===== src/design/tnbt_pkg.sv =====
// ---------------------------------------------------------------------------
// tnbt_pkg
// Types, codes and the tanh node table shared by the neuron trainer.
// ---------------------------------------------------------------------------
`timescale 1ns / 1ps

package tnbt_pkg;

   localparam logic [1:0] ACT_EVAL   = 2'd0;
   localparam logic [1:0] ACT_TRAIN  = 2'd1;
   localparam logic [1:0] ACT_UPDATE = 2'd2;

   localparam int CELLS_W  = 18;
   localparam int VALUE_W  = 16;
   localparam int WEIGHT_W = 32;
   localparam int GRAD_W   = 48;
   localparam int SCALE_W  = 32;

   typedef enum logic [3:0] {
      ST_IDLE,
      ST_SUM,
      ST_TANH_A,
      ST_TANH_B,
      ST_GRAD_A,
      ST_GRAD_B,
      ST_ACC,
      ST_UPD_A,
      ST_UPD_B,
      ST_UPD_C,
      ST_DONE
   } state_type;

   typedef struct packed {
      logic load_req;
      logic clr_idx;
      logic inc_idx;
      logic sum_en;
      logic tanh_a;
      logic tanh_b;
      logic grad_a;
      logic grad_b;
      logic acc_en;
      logic upd_a;
      logic upd_b;
      logic upd_c;
      logic load_rsp;
   } cmd_type;

   typedef struct packed {
      logic       last_idx;
      logic [1:0] action;
      logic       out_free;
   } status_type;

   typedef logic [14:0] half_table_type [0:128];

   function automatic half_table_type build_half_table();
      half_table_type t;
      logic [63:0]    e;
      logic [63:0]    den;
      logic [63:0]    rem;
      logic [63:0]    q;
      e = 64'd1 << 32;
      for (int m = 0; m < 129; m++) begin
         if (m > 0) begin
            e = (e * 64'd3790295335 + (64'd1 << 31)) >> 32;
         end
         den = (64'd1 << 32) + e;
         rem = (((64'd1 << 32) - e) << 15) + (den >> 1);
         q   = 64'd0;
         for (int b = 17; b >= 0; b--) begin
            if (rem >= (den << b)) begin
               rem  = rem - (den << b);
               q[b] = 1'b1;
            end
         end
         t[m] = (q > 64'd32767) ? 15'h7fff : q[14:0];
      end
      return t;
   endfunction

   localparam half_table_type TANH_HALF = build_half_table();

   function automatic logic signed [15:0] tanh_node(input logic [8:0] k);
      logic [8:0]         j;
      logic signed [15:0] v;
      j = (k >= 9'd128) ? (k - 9'd128) : (9'd128 - k);
      v = signed'({1'b0, TANH_HALF[j[7:0]]});
      return (k >= 9'd128) ? v : -v;
   endfunction

endpackage


===== src/design/tnbt_ctrl.sv =====
// ---------------------------------------------------------------------------
// tnbt_ctrl
// Sequencer that steps the datapath through sum, tanh, gradient and update.
// ---------------------------------------------------------------------------
`timescale 1ns / 1ps

module tnbt_ctrl (
   input  logic                 clock,
   input  logic                 reset,
   input  logic                 req_valid,
   output logic                 req_stall,
   input  tnbt_pkg::status_type status,
   output tnbt_pkg::cmd_type    cmd
);
   import tnbt_pkg::*;

   state_type state_ff;
   state_type state_in;

   always_ff @(posedge clock) begin
      if (reset) begin
         state_ff <= ST_IDLE;
      end else begin
         state_ff <= state_in;
      end
   end

   always_comb begin
      state_in  = state_ff;
      cmd       = '0;
      req_stall = 1'b1;
      unique case (state_ff)
         ST_IDLE: begin
            req_stall = 1'b0;
            if (req_valid) begin
               cmd.load_req = 1'b1;
               cmd.clr_idx  = 1'b1;
               state_in     = ST_SUM;
            end
         end
         ST_SUM: begin
            if (status.action == ACT_UPDATE) begin
               state_in = ST_UPD_A;
            end else begin
               cmd.sum_en = 1'b1;
               if (status.last_idx) begin
                  state_in = ST_TANH_A;
               end else begin
                  cmd.inc_idx = 1'b1;
               end
            end
         end
         ST_TANH_A: begin
            cmd.tanh_a = 1'b1;
            state_in   = ST_TANH_B;
         end
         ST_TANH_B: begin
            cmd.tanh_b = 1'b1;
            state_in   = (status.action == ACT_TRAIN) ? ST_GRAD_A : ST_DONE;
         end
         ST_GRAD_A: begin
            cmd.grad_a = 1'b1;
            state_in   = ST_GRAD_B;
         end
         ST_GRAD_B: begin
            cmd.grad_b  = 1'b1;
            cmd.clr_idx = 1'b1;
            state_in    = ST_ACC;
         end
         ST_ACC: begin
            cmd.acc_en = 1'b1;
            if (status.last_idx) begin
               state_in = ST_DONE;
            end else begin
               cmd.inc_idx = 1'b1;
            end
         end
         ST_UPD_A: begin
            cmd.upd_a = 1'b1;
            state_in  = ST_UPD_B;
         end
         ST_UPD_B: begin
            cmd.upd_b = 1'b1;
            state_in  = ST_UPD_C;
         end
         ST_UPD_C: begin
            cmd.upd_c = 1'b1;
            if (status.last_idx) begin
               state_in = ST_DONE;
            end else begin
               cmd.inc_idx = 1'b1;
               state_in    = ST_UPD_A;
            end
         end
         ST_DONE: begin
            if (status.out_free) begin
               cmd.load_rsp = 1'b1;
               state_in     = ST_IDLE;
            end
         end
         default: begin
            state_in = ST_IDLE;
         end
      endcase
   end

endmodule


===== config.mk =====
export PLATFORM = sky130hd
export DESIGN_NAME = tnbt_ctrl
export DESIGN_NICKNAME = d
export VERILOG_FILES = /design/src/design/tnbt_pkg.sv /design/src/design/tnbt_ctrl.sv
export SDC_FILE = /design/constraint.sdc
export NUM_CORES = 1
export LEC_CHECK = 0
export BUFFER_PORTS_ARGS = -buffer_cell sky130_fd_sc_hd__buf_2
export CELL_PAD_IN_SITES_DETAIL_PLACEMENT = 0
export CELL_PAD_IN_SITES_GLOBAL_PLACEMENT = 1
export CORE_UTILIZATION = 30
export DETAILED_ROUTE_END_ITERATION = 12
export GPL_TIMING_DRIVEN = 0
export PLACE_DENSITY = 0.86
export SYNTH_ARGS = -nofsm -noshare
export SYNTH_HDL_FRONTEND = slang
export SYNTH_SLANG_ARGS = --single-unit

===== constraint.sdc =====
create_clock -name clock -period 3.4 [get_ports clock]
set_input_delay 0.17 -clock clock [delete_from_list [all_inputs] [get_ports clock]]
set_output_delay 0.17 -clock clock [all_outputs]
set_load 0.05 [all_outputs]

Yosys cells after proc, flatten, opt, wreduce, memory -nomap -nowiden
Index checks and enable logic that the tools add are counted.
- add/sub/neg operators: 0
- $mul: 0
- div/mod/pow operators: 0
- $lt $le $gt $ge: 0
- eq/ne operators: 16
- shifts and indexed selects: 0
- multiplexer cells: 26
- bitwise operators: 0
- reduce and logical (&&, ||, !) cells: 3
- operators with widths (operator ; number):
    case mux 4 bit (11 select lines) ; 1
    two-way mux 4 bit ; 7
    == test 4 x 3 -> 1 bit (second input constant) ; 4
    two-way mux 1 bit ; 14
    == test 4 bit (second input constant) ; 3
    == test 4 x 2 -> 1 bit (second input constant) ; 2
    != test 2 bit (second input constant) ; 3
    == test 4 x 1 -> 1 bit (second input constant) ; 1
    logical NOT 4 bit ; 1
    two-way mux 2 bit ; 2
    case mux 1 bit (2 select lines) ; 2
    AND reduction 4 bit ; 1
    != test 3 bit (second input constant) ; 1
    == test 2 x 1 -> 1 bit (second input constant) ; 1
    == test 2 bit (second input constant) ; 1
    OR reduction 2 bit ; 1
- register bits: 4
- bits in latches: 0
- memory bits (writable): 0
- ROM bits: 0
- output and inout bits: 14
- word-level logic and storage cells: 46
- memories: 0

Longest topological paths before layout
Gate-level depths: netlist of the first run.
- depth in word-level cells: 3
- depth in mapped cells: 7

Worst setup path after synthesis of the first run
OpenSTA, ideal clock, no wires.
- path type: register to output
- from: register state_ff[1]
- to: output cmd[0] (netlist bit)
- data arrival time: 2255 ps
- path slack: 975 ps
- stages on the path, launching flop included: 4
- buffers on the path: 1
- cell sequence: dfxtp_1 -> clkbuf_1 -> nand2b_1 -> nor4_1
- RTL lines (element ; RTL line ; source):
    from (decl) ; tnbt_ctrl.sv:17 ; state_type state_ff;
    from (signal assigned) ; tnbt_ctrl.sv:24 ; state_ff <= state_in;
    to (decl) ; tnbt_ctrl.sv:13 ; output tnbt_pkg::cmd_type cmd

==> results of run 1 <==
-- worst max-delay path, delay by kind of cell, from the launching register on --
kind	cells	cell delay (ps)
and+or+nand+nor	2	350
buffers and inverters	2	680
DFF	1	450
-- worst max path at each step --
stage	from	end	slack, ps	cells past startpoint
after global placement	state_ff[1]	cmd[0]	1810	4
after CTS	state_ff[1]	cmd[0]	1500	4
after global routing	state_ff[1]	cmd[0]	1300	4
final	state_ff[1]	cmd[0]	1530	4
after floorplan	state_ff[1]	cmd[0]	970	3
after detailed placement	state_ff[1]	cmd[0]	1740	4
-- final cells by class --
cell class / count / share of cell area [%]
multi-input cells: 53 / 56.39
repair buffers: 20 / 16.77
flip-flops and latches: 4 / 13.42
plain buffers: 5 / 3.983
clock buffers: 3 / 3.774
well taps: 15 / 3.145
inverters: 4 / 2.516
-- metal layers --
metal  track usage (%)  up-vias  wire (um)
li1                  -      291          -
met1             21.68      254        602
met2             31.25       18        601
met3             4.348        4         57
met4             4.167        0         27
met5                 0        -          0
-- cell usage after synthesis --
master    n
o21ai_1   1
nor2b_1   5
inv_2     1
nor3b_1   2
a21oi_1   2
nor4_1    3
a221oi_1  1
nand3_1   2
nand2_1   4
nor2_1    7
o32ai_1   1
dfxtp_1   4
a22oi_1   1
o211ai_1  3
a31oi_1   2
nor2_2    2
or2_1     1
nor3_1    4
o211a_1   1
a311oi_1  1
clkbuf_1  1
nand2b_1  4
o32ai_2   1
inv_1     3
a211oi_1  1
mux2i_1   1
buf_2     3
and3_1    2
clkbuf_2  1
a41oi_2   1
-- logic make-up (layout without fill, tap and decap cells) --
group	count (synthesis)	after routing	share of synthesized area, %
AND/OR/NAND/NOR	36	36	42.31
buffers and inverters	9	32	8.513
flip-flops	4	4	17.58
multiplexers	1	1	2.198
AO/OA/AOI/OAI	16	16	29.40
-- metrics by stage --
step           cell area (sq um)  utilization, %  cells  total power, mW  worst slack, ps
5_1_grt                    596.8           44.21    104           0.6738             1298
3_3_place_gp               574.3           42.54    101           0.5552             1806
2_1_floorplan              455.4               -     66           0.4645            974.5
4_1_cts                    596.8           44.21    104           0.6189             1500
3_5_place_dp               574.3           42.54    101           0.5608             1740
6_report                   596.8           44.21    104           0.6173             1532
-- power breakdown --
group	total [mW]	switching (mW)	internal, mW
Clock	0.0565	0.0172	0.0393
Sequential	0.0929	0.0275	0.0653
Combinational	0.468	0.330	0.137
-- placed cells by master (no fill, tap or decap), types with 2 or more instances in the layout --
cell / instances
nor2_1: 7
nand3_1: 2
and3_1: 2
a31oi_1: 2
dfxtp_1: 4
nand2b_1: 4
nor2_2: 2
clkbuf_4: 3
buf_2: 23
nor3b_1: 2
nand2_1: 4
a21oi_1: 2
nor4_1: 3
nor3_1: 4
inv_1: 3
nor2b_1: 5
o211ai_1: 3
==> impl_metrics.py, run 1 <==
metrics = {
    "run_status": {
        "status": "complete, no violations",
    },
    "route": {
        "viasPerCell": 5.452,
        "drc_errors": 0,
        "via_count": 567,
        "drtIter0Drc": 22,
        "wire_per_inst_um": 12.38,
        "detail-route-antenna-nets": 0,
        "first_pass_iters": 4,
        "drt_wl_total_um": 1288,
    },
    "clock_network": {
        "cts_hold_buffers": 0,
        "cts.sinks": 4,
        "clockBufferDepth": 2,
        "htreeDepth": 1,
        "worstSkewPairLatency_ps": 230,
        "cts_buffers": 3,
        "root_buffer": "clkbuf_4",
        "cts_tree": "yes",
        "cts.repair.resized": 0,
        "cts_setup_buffers": 0,
        "clkSlewWorstSetupHoldPaths_ps": 40,
    },
    "setup_path": {
        "critPathArrivalTime_ps": 1700,
        "critPathRequiredTime_ps": 3230,
        "critPathMaxStageDelay_ps": 450,
        "worstSetupPathType": "reg2out",
        "cp_cell_sequence": "clkbuf_1, nand2b_1, nor4_1, buf_2",
        "worst-r2r-setup-slack_ps": 1890,
        "crit_slowest_cell": "dfxtp_1",
        "r2r-start": "state_ff[1]",
        "worst_r2r_path_depth": 5,
        "end_kind": "output port",
        "r2r-end": "state_ff[0]",
        "start_kind": "flop",
        "crit_fanout": 10,
    },
    "sta": {
        "finClkSkew_ps": 3.672,
        "tns_ps": 0,
        "min_period_ps": 1868,
        "worst_pin_slew_ps": 433.6,
        "final_max_slew_viol_count": 0,
        "timing.hold.ws_ps": 145.6,
        "hold_viol": 0,
        "rsz0062_at_grt": "no",
        "max_freq_mhz": 535.2,
        "min_period_over_period_pct": 54.95,
        "setup-violations-final": 0,
        "slew_headroom_pct": 71.09,
    },
    "die": {
        "io_pins": 21,
        "core_sq_um": 1350,
        "start_util_pct": 33.73,
        "die_h_um": 40.97,
        "die-area_sq_um": 1678,
        "num_rows": 13,
        "die_width_um": 40.97,
    },
    "worst_hold_path": {
        "hold_end": "state_ff[3]",
        "min_path_cells": 2,
        "min_from": "reset",
        "hold_class": "in2reg",
    },
    "logic_synthesis": {
        "synthCells": 66,
        "yosysWarnings": 0,
        "synth.top_cell.area_share_pct": 17.58,
        "avgSynthCellArea_sq_um": 6.901,
        "ys_seq_area_share_pct": 17.58,
        "ys_top_cells_by_area": "dfxtp_1 18%, nor2b_1 6.9%, nor2_1 5.8%, nand2b_1 5.5%, o211ai_1 4.9%",
        "synth_seq_cells": 4,
        "synth_nets": 73,
        "synth_cell_types": 30,
        "yosysTopAreaCell": "dfxtp_1",
        "syn_area_sq_um": 455.4,
    },
    "run": {
        "drv_cap": 0,
    },
    "cells_and_area": {
        "multi_input_area_sq_um": 336.6,
        "top_register": "state_ff",
        "seqCellArea_sq_um": 80.08,
        "fill_cells": 162,
        "nets": 98,
        "drive_gt1_share_pct": 35.96,
        "largestRegisters": "state_ff: 4 flops",
        "largest_register_ffs": 4,
        "insertedDiodeCount": 0,
        "area_delta_synth_final_pct": 31.04,
    },
    "global_routing": {
        "grt-ovfl-total": 0,
        "grt_pass1_wl_um": 2056,
        "grt_max_degree": 11,
        "antenna_found_initial": 0,
        "first_global_vias": 500,
        "grt_use_total_pct": 17.92,
    },
    "power": {
        "cellPowerDensity_nw_per_um2": 1034,
        "ir_drop_mv": 0.2945,
        "power.leakage_nw": 0.2926,
    },
    "place": {
        "io_buffers": 20,
        "place_hpwl_um": 983.3,
        "gp_congestion": 0.8069,
    },
}
Note: power is estimated with default switching activity, not from simulation.
==> inputs of run 2 (changes only) <==
--- a/config.mk
+++ b/config.mk
@@ -5,13 +5,14 @@
 export SDC_FILE = /design/constraint.sdc
 export NUM_CORES = 1
 export LEC_CHECK = 0
+export ABC_AREA = 1
 export BUFFER_PORTS_ARGS = -buffer_cell sky130_fd_sc_hd__buf_2
 export CELL_PAD_IN_SITES_DETAIL_PLACEMENT = 0
 export CELL_PAD_IN_SITES_GLOBAL_PLACEMENT = 1
-export CORE_UTILIZATION = 30
+export CORE_UTILIZATION = 25
 export DETAILED_ROUTE_END_ITERATION = 12
 export GPL_TIMING_DRIVEN = 0
-export PLACE_DENSITY = 0.86
+export PLACE_DENSITY = 0.82
 export SYNTH_ARGS = -nofsm -noshare
 export SYNTH_HDL_FRONTEND = slang
 export SYNTH_SLANG_ARGS = --single-unit
==> constraint.sdc (replaced) <==
create_clock -name clock -period 1.6 [get_ports clock]
set_input_delay 0.08 -clock clock [delete_from_list [all_inputs] [get_ports clock]]
set_output_delay 0.08 -clock clock [all_outputs]
set_load 0.05 [all_outputs]
==> impl_metrics.py, run 2 <==
metrics = {
    "die": {
        "start_util_pct": 26.74,
        "num_rows": 15,
        "die_h_um": 44.98,
        "core_sq_um": 1727,
        "die_width_um": 44.98,
        "die-area_sq_um": 2023,
        "io_pins": 21,
    },
    "cells_and_area": {
        "largestRegisters": "state_ff: 4 flops",
        "fin_util_pct": 37.39,
        "nets": 117,
        "drive_gt1_share_pct": 37.04,
        "fill_cells": 225,
        "layout.cells.non_filler": 133,
        "area_delta_synth_final_pct": 39.84,
        "largest_register_ffs": 4,
        "top_register": "state_ff",
        "insertedDiodeCount": 0,
        "stdcell_area_sq_um": 645.6,
        "layout_common_cells": "19 x nand2_1, 19 x buf_2, 18 x nor2_1",
    },
    "power": {
        "switching_share_pct": 62.47,
        "power.leakage_nw": 0.3755,
        "power_frac_comb_pct": 75.5,
        "power_frac_seq_pct": 14.5,
        "netSwitchingPower_mw": 0.8165,
        "ir_drop_mv": 1.035,
        "p_clk_share_pct": 10.0,
        "cellPowerDensity_nw_per_um2": 2024,
        "intPower_mw": 0.4905,
    },
    "route": {
        "drc_errors": 0,
        "m1WireLength_um": 639,
        "via_count": 588,
        "top_layer": "met4",
        "drt_wl_total_um": 1306,
        "met3RoutedLength_um": 55,
        "detail-route-antenna-nets": 0,
        "wire_per_inst_um": 9.820,
        "viasPerCell": 4.421,
        "dr_wl_met2_um": 599,
        "first_pass_iters": 4,
        "drtIter0Drc": 8,
    },
    "clock_network": {
        "clkSlewWorstSetupHoldPaths_ps": 40,
        "cts.sinks": 4,
        "cts_hold_buffers": 0,
        "cts_tree": "yes",
        "worstSkewPairLatency_ps": 240,
        "cts_buffers": 3,
        "cts_setup_buffers": 0,
        "root_buffer": "clkbuf_4",
        "clockBufferDepth": 2,
        "htreeDepth": 1,
    },
    "place": {
        "place_area_sq_um": 616.8,
        "placed_cells": 130,
        "io_buffers": 20,
        "gp_congestion": 0.8081,
        "pre_cts_ws_ps": 232.9,
        "place_hpwl_um": 1059,
    },
    "setup_path": {
        "cp_cell_sequence": "buf_6, inv_4, nor2_2, inv_1, nor3_2, buf_2",
        "worstSetupPathType": "reg2out",
        "crit_slowest_cell": "dfxtp_1",
        "critPathArrivalTime_ps": 1400,
        "critical-path-top-delay-family": "buffers and inverters",
        "critPathRequiredTime_ps": 1520,
        "crit_buf_inv": 4,
        "crit_fanout": 9,
        "critPathMaxStageDelay_ps": 320,
        "start_kind": "flop",
        "end_kind": "output port",
    },
    "global_routing": {
        "grt-ovfl-total": 0,
        "antenna_found_initial": 0,
        "first_global_vias": 539,
        "grt_use_total_pct": 14.75,
        "grt_pass1_wl_um": 2214,
        "grt_max_degree": 10,
    },
    "logic_synthesis": {
        "ys_seq_area_share_pct": 17.34,
        "synth.area.mux_share_pct": 0,
        "yosysMostFrequentCell": "nor2_1",
        "synth_cell_types": 18,
        "synthXorXnorAreaFrac_pct": 0,
        "synth_nets": 92,
        "ys_top_cells_by_area": "dfxtp_1 17%, nor2_1 17%, nand2_1 16%, inv_1 9.8%, nand3_1 8.7%",
        "avgSynthCellArea_sq_um": 5.432,
        "synthSimpleGateAreaFrac_pct": 56.91,
        "synth-main-ff-cell": "dfxtp_1",
        "synth_seq_cells": 4,
        "synth-edff-count": 0,
        "yosys.area_share.adder_pct": 0,
        "synth_top_family_by_area": "simple AND/OR/NAND/NOR gates",
        "synth_compound_area_share_pct": 11.38,
        "synth_common_cells": "21 x nor2_1, 20 x nand2_1, 12 x inv_1",
        "yosysTopAreaCell": "dfxtp_1",
        "synth.top_cell.area_share_pct": 17.34,
        "syn_area_sq_um": 461.7,
        "yosysWarnings": 0,
        "synthArstFlopShare_pct": 0,
        "synthCells": 85,
    },
    "sta": {
        "rsz0062_at_grt": "no",
        "min_period_ps": 1482,
        "setup_slack_ps": 117.6,
        "final_max_slew_viol_count": 0,
        "max_freq_mhz": 674.6,
        "finClkSkew_ps": 5.472,
        "tns_ps": 0,
        "slew_headroom_pct": 82.71,
        "hold_viol": 0,
        "worst_pin_slew_ps": 258.3,
        "min_period_over_period_pct": 92.65,
        "setup-violations-final": 0,
    },
    "run_status": {
        "status": "complete, no violations",
    },
    "run": {
        "drv_cap": 0,
    },
    "worst_hold_path": {
        "hold_class": "in2reg",
    },
}
==> run 2: worst reg2reg max path, stage by stage (launching register included) <==
cell     delay, ps
dfxtp_1        390
inv_1          100
nand2_2        160
inv_1          110
nand3_4         80
nand2_2         80
nor2_4         120
inv_1           50
nor2_1          90
nor2_1          50
==> run 2: cell families after synthesis <==
| kind of cell | Yosys count |
|---|---|
| compound gates | 9 |
| buf+inv | 15 |
| flops | 4 |
| simple gates | 57 |
==> run 2: worst paths after layout <==
kind	startpoint	to	slack, ps	depth (start not counted)
setup / recovery	state_ff[1]	cmd[0]	120	6
hold / removal	reset	state_ff[2]	0.4	2
setup reg to reg	state_ff[3]	state_ff[3]	250	9
hold reg to reg	state_ff[1]	state_ff[1]	620	3
==> run 2: what timing repair did <==
action,4_1_cts,5_1_grt
endpoints found under the setup margin,0,1
resized for setup,0,3
hold endpoints to repair,0,0
==> run 2: area by class of cell <==
type / instances / area, sq um / area share [%]
Multi-Input combinational cell: 66 / 341.6 / 52.91
Timing Repair Buffer: 20 / 102.6 / 15.89
Sequential cell: 4 / 81.33 / 12.60
Inverter: 14 / 55.05 / 8.527
Tap cell: 25 / 31.28 / 4.845
Clock buffer: 3 / 22.52 / 3.488
Buffer: 1 / 11.26 / 1.744
==> run 2: power groups by stage <==
stage | sequential [mW] | combinational [mW] | clock, mW
after CTS | 0.184 | 0.987 | 0.130
after floorplan | 0.170 | 0.807 | 0
after global placement | 0.185 | 0.971 | 0
after global routing | 0.195 | 1.09 | 0.137
final | 0.190 | 0.987 | 0.130
after detailed placement | 0.185 | 0.983 | 0
==> run 2: through the flow <==
step                      hold slack [ps]  power, mW
after floorplan                     149.1     0.9771
after global placement              256.7      1.156
after detailed placement            255.7      1.168
after CTS                           4.788      1.301
after global routing                8.165      1.419
final                              0.3987      1.307
==> run 2: layer usage <==
metal | track usage, % | vias up
li1 | - | 312
met1 | 20.15 | 251
met2 | 24.06 | 22
met3 | 2.400 | 3
met4 | 3.636 | 0
met5 | 0 | -
==> inputs of run 3 (changes only) <==
--- a/config.mk
+++ b/config.mk
@@ -9,10 +9,10 @@
 export BUFFER_PORTS_ARGS = -buffer_cell sky130_fd_sc_hd__buf_2
 export CELL_PAD_IN_SITES_DETAIL_PLACEMENT = 0
 export CELL_PAD_IN_SITES_GLOBAL_PLACEMENT = 1
-export CORE_UTILIZATION = 25
+export CORE_UTILIZATION = 28
 export DETAILED_ROUTE_END_ITERATION = 12
 export GPL_TIMING_DRIVEN = 0
-export PLACE_DENSITY = 0.82
+export PLACE_DENSITY = 0.86
 export SYNTH_ARGS = -nofsm -noshare
 export SYNTH_HDL_FRONTEND = slang
 export SYNTH_SLANG_ARGS = --single-unit
==> constraint.sdc (replaced) <==
create_clock -name clock -period 1.49 [get_ports clock]
set_input_delay 0.0745 -clock clock [delete_from_list [all_inputs] [get_ports clock]]
set_output_delay 0.0745 -clock clock [all_outputs]
set_load 0.05 [all_outputs]
==> impl_metrics.py, run 3 (synthesized netlist as in run 2, its figures left out) <==
metrics = {
    "place": {
        "placed_cells": 121,
        "pre_cts_ws_ps": 149.8,
        "place_hpwl_um": 1045,
        "io_buffers": 20,
        "gp_congestion": 0.7647,
    },
    "sta": {
        "min_period_ps": 1451,
        "rsz0062_at_grt": "yes",
        "slew_headroom_pct": 83.80,
        "setup_slack_ps": 38.73,
        "worst_pin_slew_ps": 242.1,
        "tns_ps": 0,
        "hold_viol": 0,
        "timing.hold.ws_ps": 15.95,
        "max_freq_mhz": 689.1,
        "final_max_slew_viol_count": 0,
        "setup-violations-final": 0,
        "min_period_over_period_pct": 97.40,
        "finClkSkew_ps": 4.993,
    },
    "route": {
        "drt_wl_total_um": 1226,
        "first_pass_iters": 2,
        "drc_errors": 0,
        "drtIter0Drc": 5,
        "viasPerCell": 4.669,
        "detail-route-antenna-nets": 0,
        "via_count": 579,
        "wire_per_inst_um": 9.887,
    },
    "run": {
        "drv_cap": 0,
    },
    "power": {
        "p_clk_share_pct": 9.4,
        "switching_share_pct": 61.76,
        "cellPowerDensity_nw_per_um2": 2168,
        "ir_drop_mv": 0.8763,
        "power_frac_seq_pct": 14.3,
        "power.leakage_nw": 0.3771,
        "netSwitchingPower_mw": 0.8846,
        "power_frac_comb_pct": 76.3,
        "intPower_mw": 0.5477,
    },
    "cells_and_area": {
        "largestRegisters": "state_ff: 4 flops",
        "seqCellArea_sq_um": 81.33,
        "layout_commonest_cell": "nand2_1",
        "top_register": "state_ff",
        "drive_gt1_share_pct": 37.96,
        "area_delta_synth_final_pct": 43.09,
        "insertedDiodeCount": 0,
        "layout_common_cells": "19 x nand2_1, 17 x nor2_1, 15 x buf_2",
        "multi_input_area_sq_um": 354.1,
        "largest_register_ffs": 4,
        "layout.cells.non_filler": 124,
        "fill_cells": 175,
        "nets": 117,
    },
    "global_routing": {
        "grt_max_degree": 10,
        "first_global_vias": 510,
        "grt_use_total_pct": 14.65,
        "antenna_found_initial": 0,
        "grt_pass1_wl_um": 2042,
        "grt-ovfl-total": 0,
    },
    "setup_path": {
        "cp-startpoint": "state_ff[2]",
        "critPathRequiredTime_ps": 1420,
        "crit_fanout": 5,
        "end_kind": "output port",
        "r2r-start": "state_ff[3]",
        "start_kind": "flop",
        "critPathArrivalTime_ps": 1380,
        "worstSetupPathType": "reg2out",
    },
    "clock_network": {
        "cts_setup_buffers": 0,
        "cts_tree": "yes",
        "worstSkewPairLatency_ps": 240,
        "cts.repair.resized": 2,
        "clkSlewWorstSetupHoldPaths_ps": 40,
        "htreeDepth": 1,
        "cts_hold_buffers": 0,
        "cts.sinks": 4,
        "cts_buffers": 3,
        "clockBufferDepth": 2,
        "root_buffer": "clkbuf_4",
    },
    "die": {
        "num_rows": 14,
        "die-area_sq_um": 1815,
        "io_pins": 21,
        "die_width_um": 42.61,
        "start_util_pct": 30.30,
        "core_sq_um": 1524,
        "die_h_um": 42.61,
    },
    "worst_hold_path": {
        "min_from": "reset",
        "hold_class": "in2reg",
    },
    "run_status": {
        "status": "complete, no violations",
    },
}
-- run 3: cell count changes in the layout (fill, tap and decap cells not counted) --
cell / previous run / this run
buf_2: 19 / 15
nor2_2: 4 / 3
buf_6: 1 / 2
nor2_4: 1 / 3
nor2_1: 18 / 17
clkbuf_4: 4 / 5
buf_4: 0 / 2
-- run 3: area by class of cell --
class	count	share of cell area, %
multi-input cells	66	53.60
repair buffers	20	17.61
flip-flops and latches	4	12.31
inverters	14	8.333
clock buffers	3	3.409
well taps	16	3.030
plain buffers	1	1.705
-- run 3: final timing paths --
kind / end / slack [ps] / depth (start not counted)
hold / removal: state_ff[2] / 20 / 2
hold reg to reg: state_ff[1] / 620 / 3
setup reg to reg: state_ff[3] / 170 / 9
setup / recovery: cmd[12] / 40 / 4
-- run 3: stage by stage --
step / total power, mW / utilization [%] / cell area (sq um)
3_3_place_gp: 1.256 / 40.23 / 613.1
6_report: 1.432 / 43.35 / 660.6
2_1_floorplan: 1.065 / - / 493.0
4_1_cts: 1.415 / 41.95 / 639.4
3_5_place_dp: 1.265 / 40.23 / 613.1
5_1_grt: 1.535 / 43.35 / 660.6
-- run 3: critical path: stages (launching register included) --
cell and delay, ps:
dfxtp_1 350, nor2_1 240, nand2_1 180, nor2_4 110, buf_2 260
-- run 3: per-layer routing --
| metal | share of wire [%] | vias to the layer above | wire, um | track usage (%) |
|---|---|---|---|---|
| met5 | 0 | - | 0 | 0 |
| li1 | - | 314 | - | - |
| met2 | 46 | 12 | 559 | 23.38 |
| met1 | 50 | 251 | 608 | 19.43 |
| met3 | 3.2 | 2 | 39 | 1.293 |
| met4 | 1.5 | 0 | 19 | 7.500 |
-- run 3: power by group through the flow --
stage | registers, mW | clock network, mW | logic [mW]
final | 0.205 | 0.134 | 1.09
after global routing | 0.210 | 0.146 | 1.18
after CTS | 0.200 | 0.141 | 1.07
after detailed placement | 0.197 | 0 | 1.07
after global placement | 0.197 | 0 | 1.06
after floorplan | 0.183 | 0 | 0.882
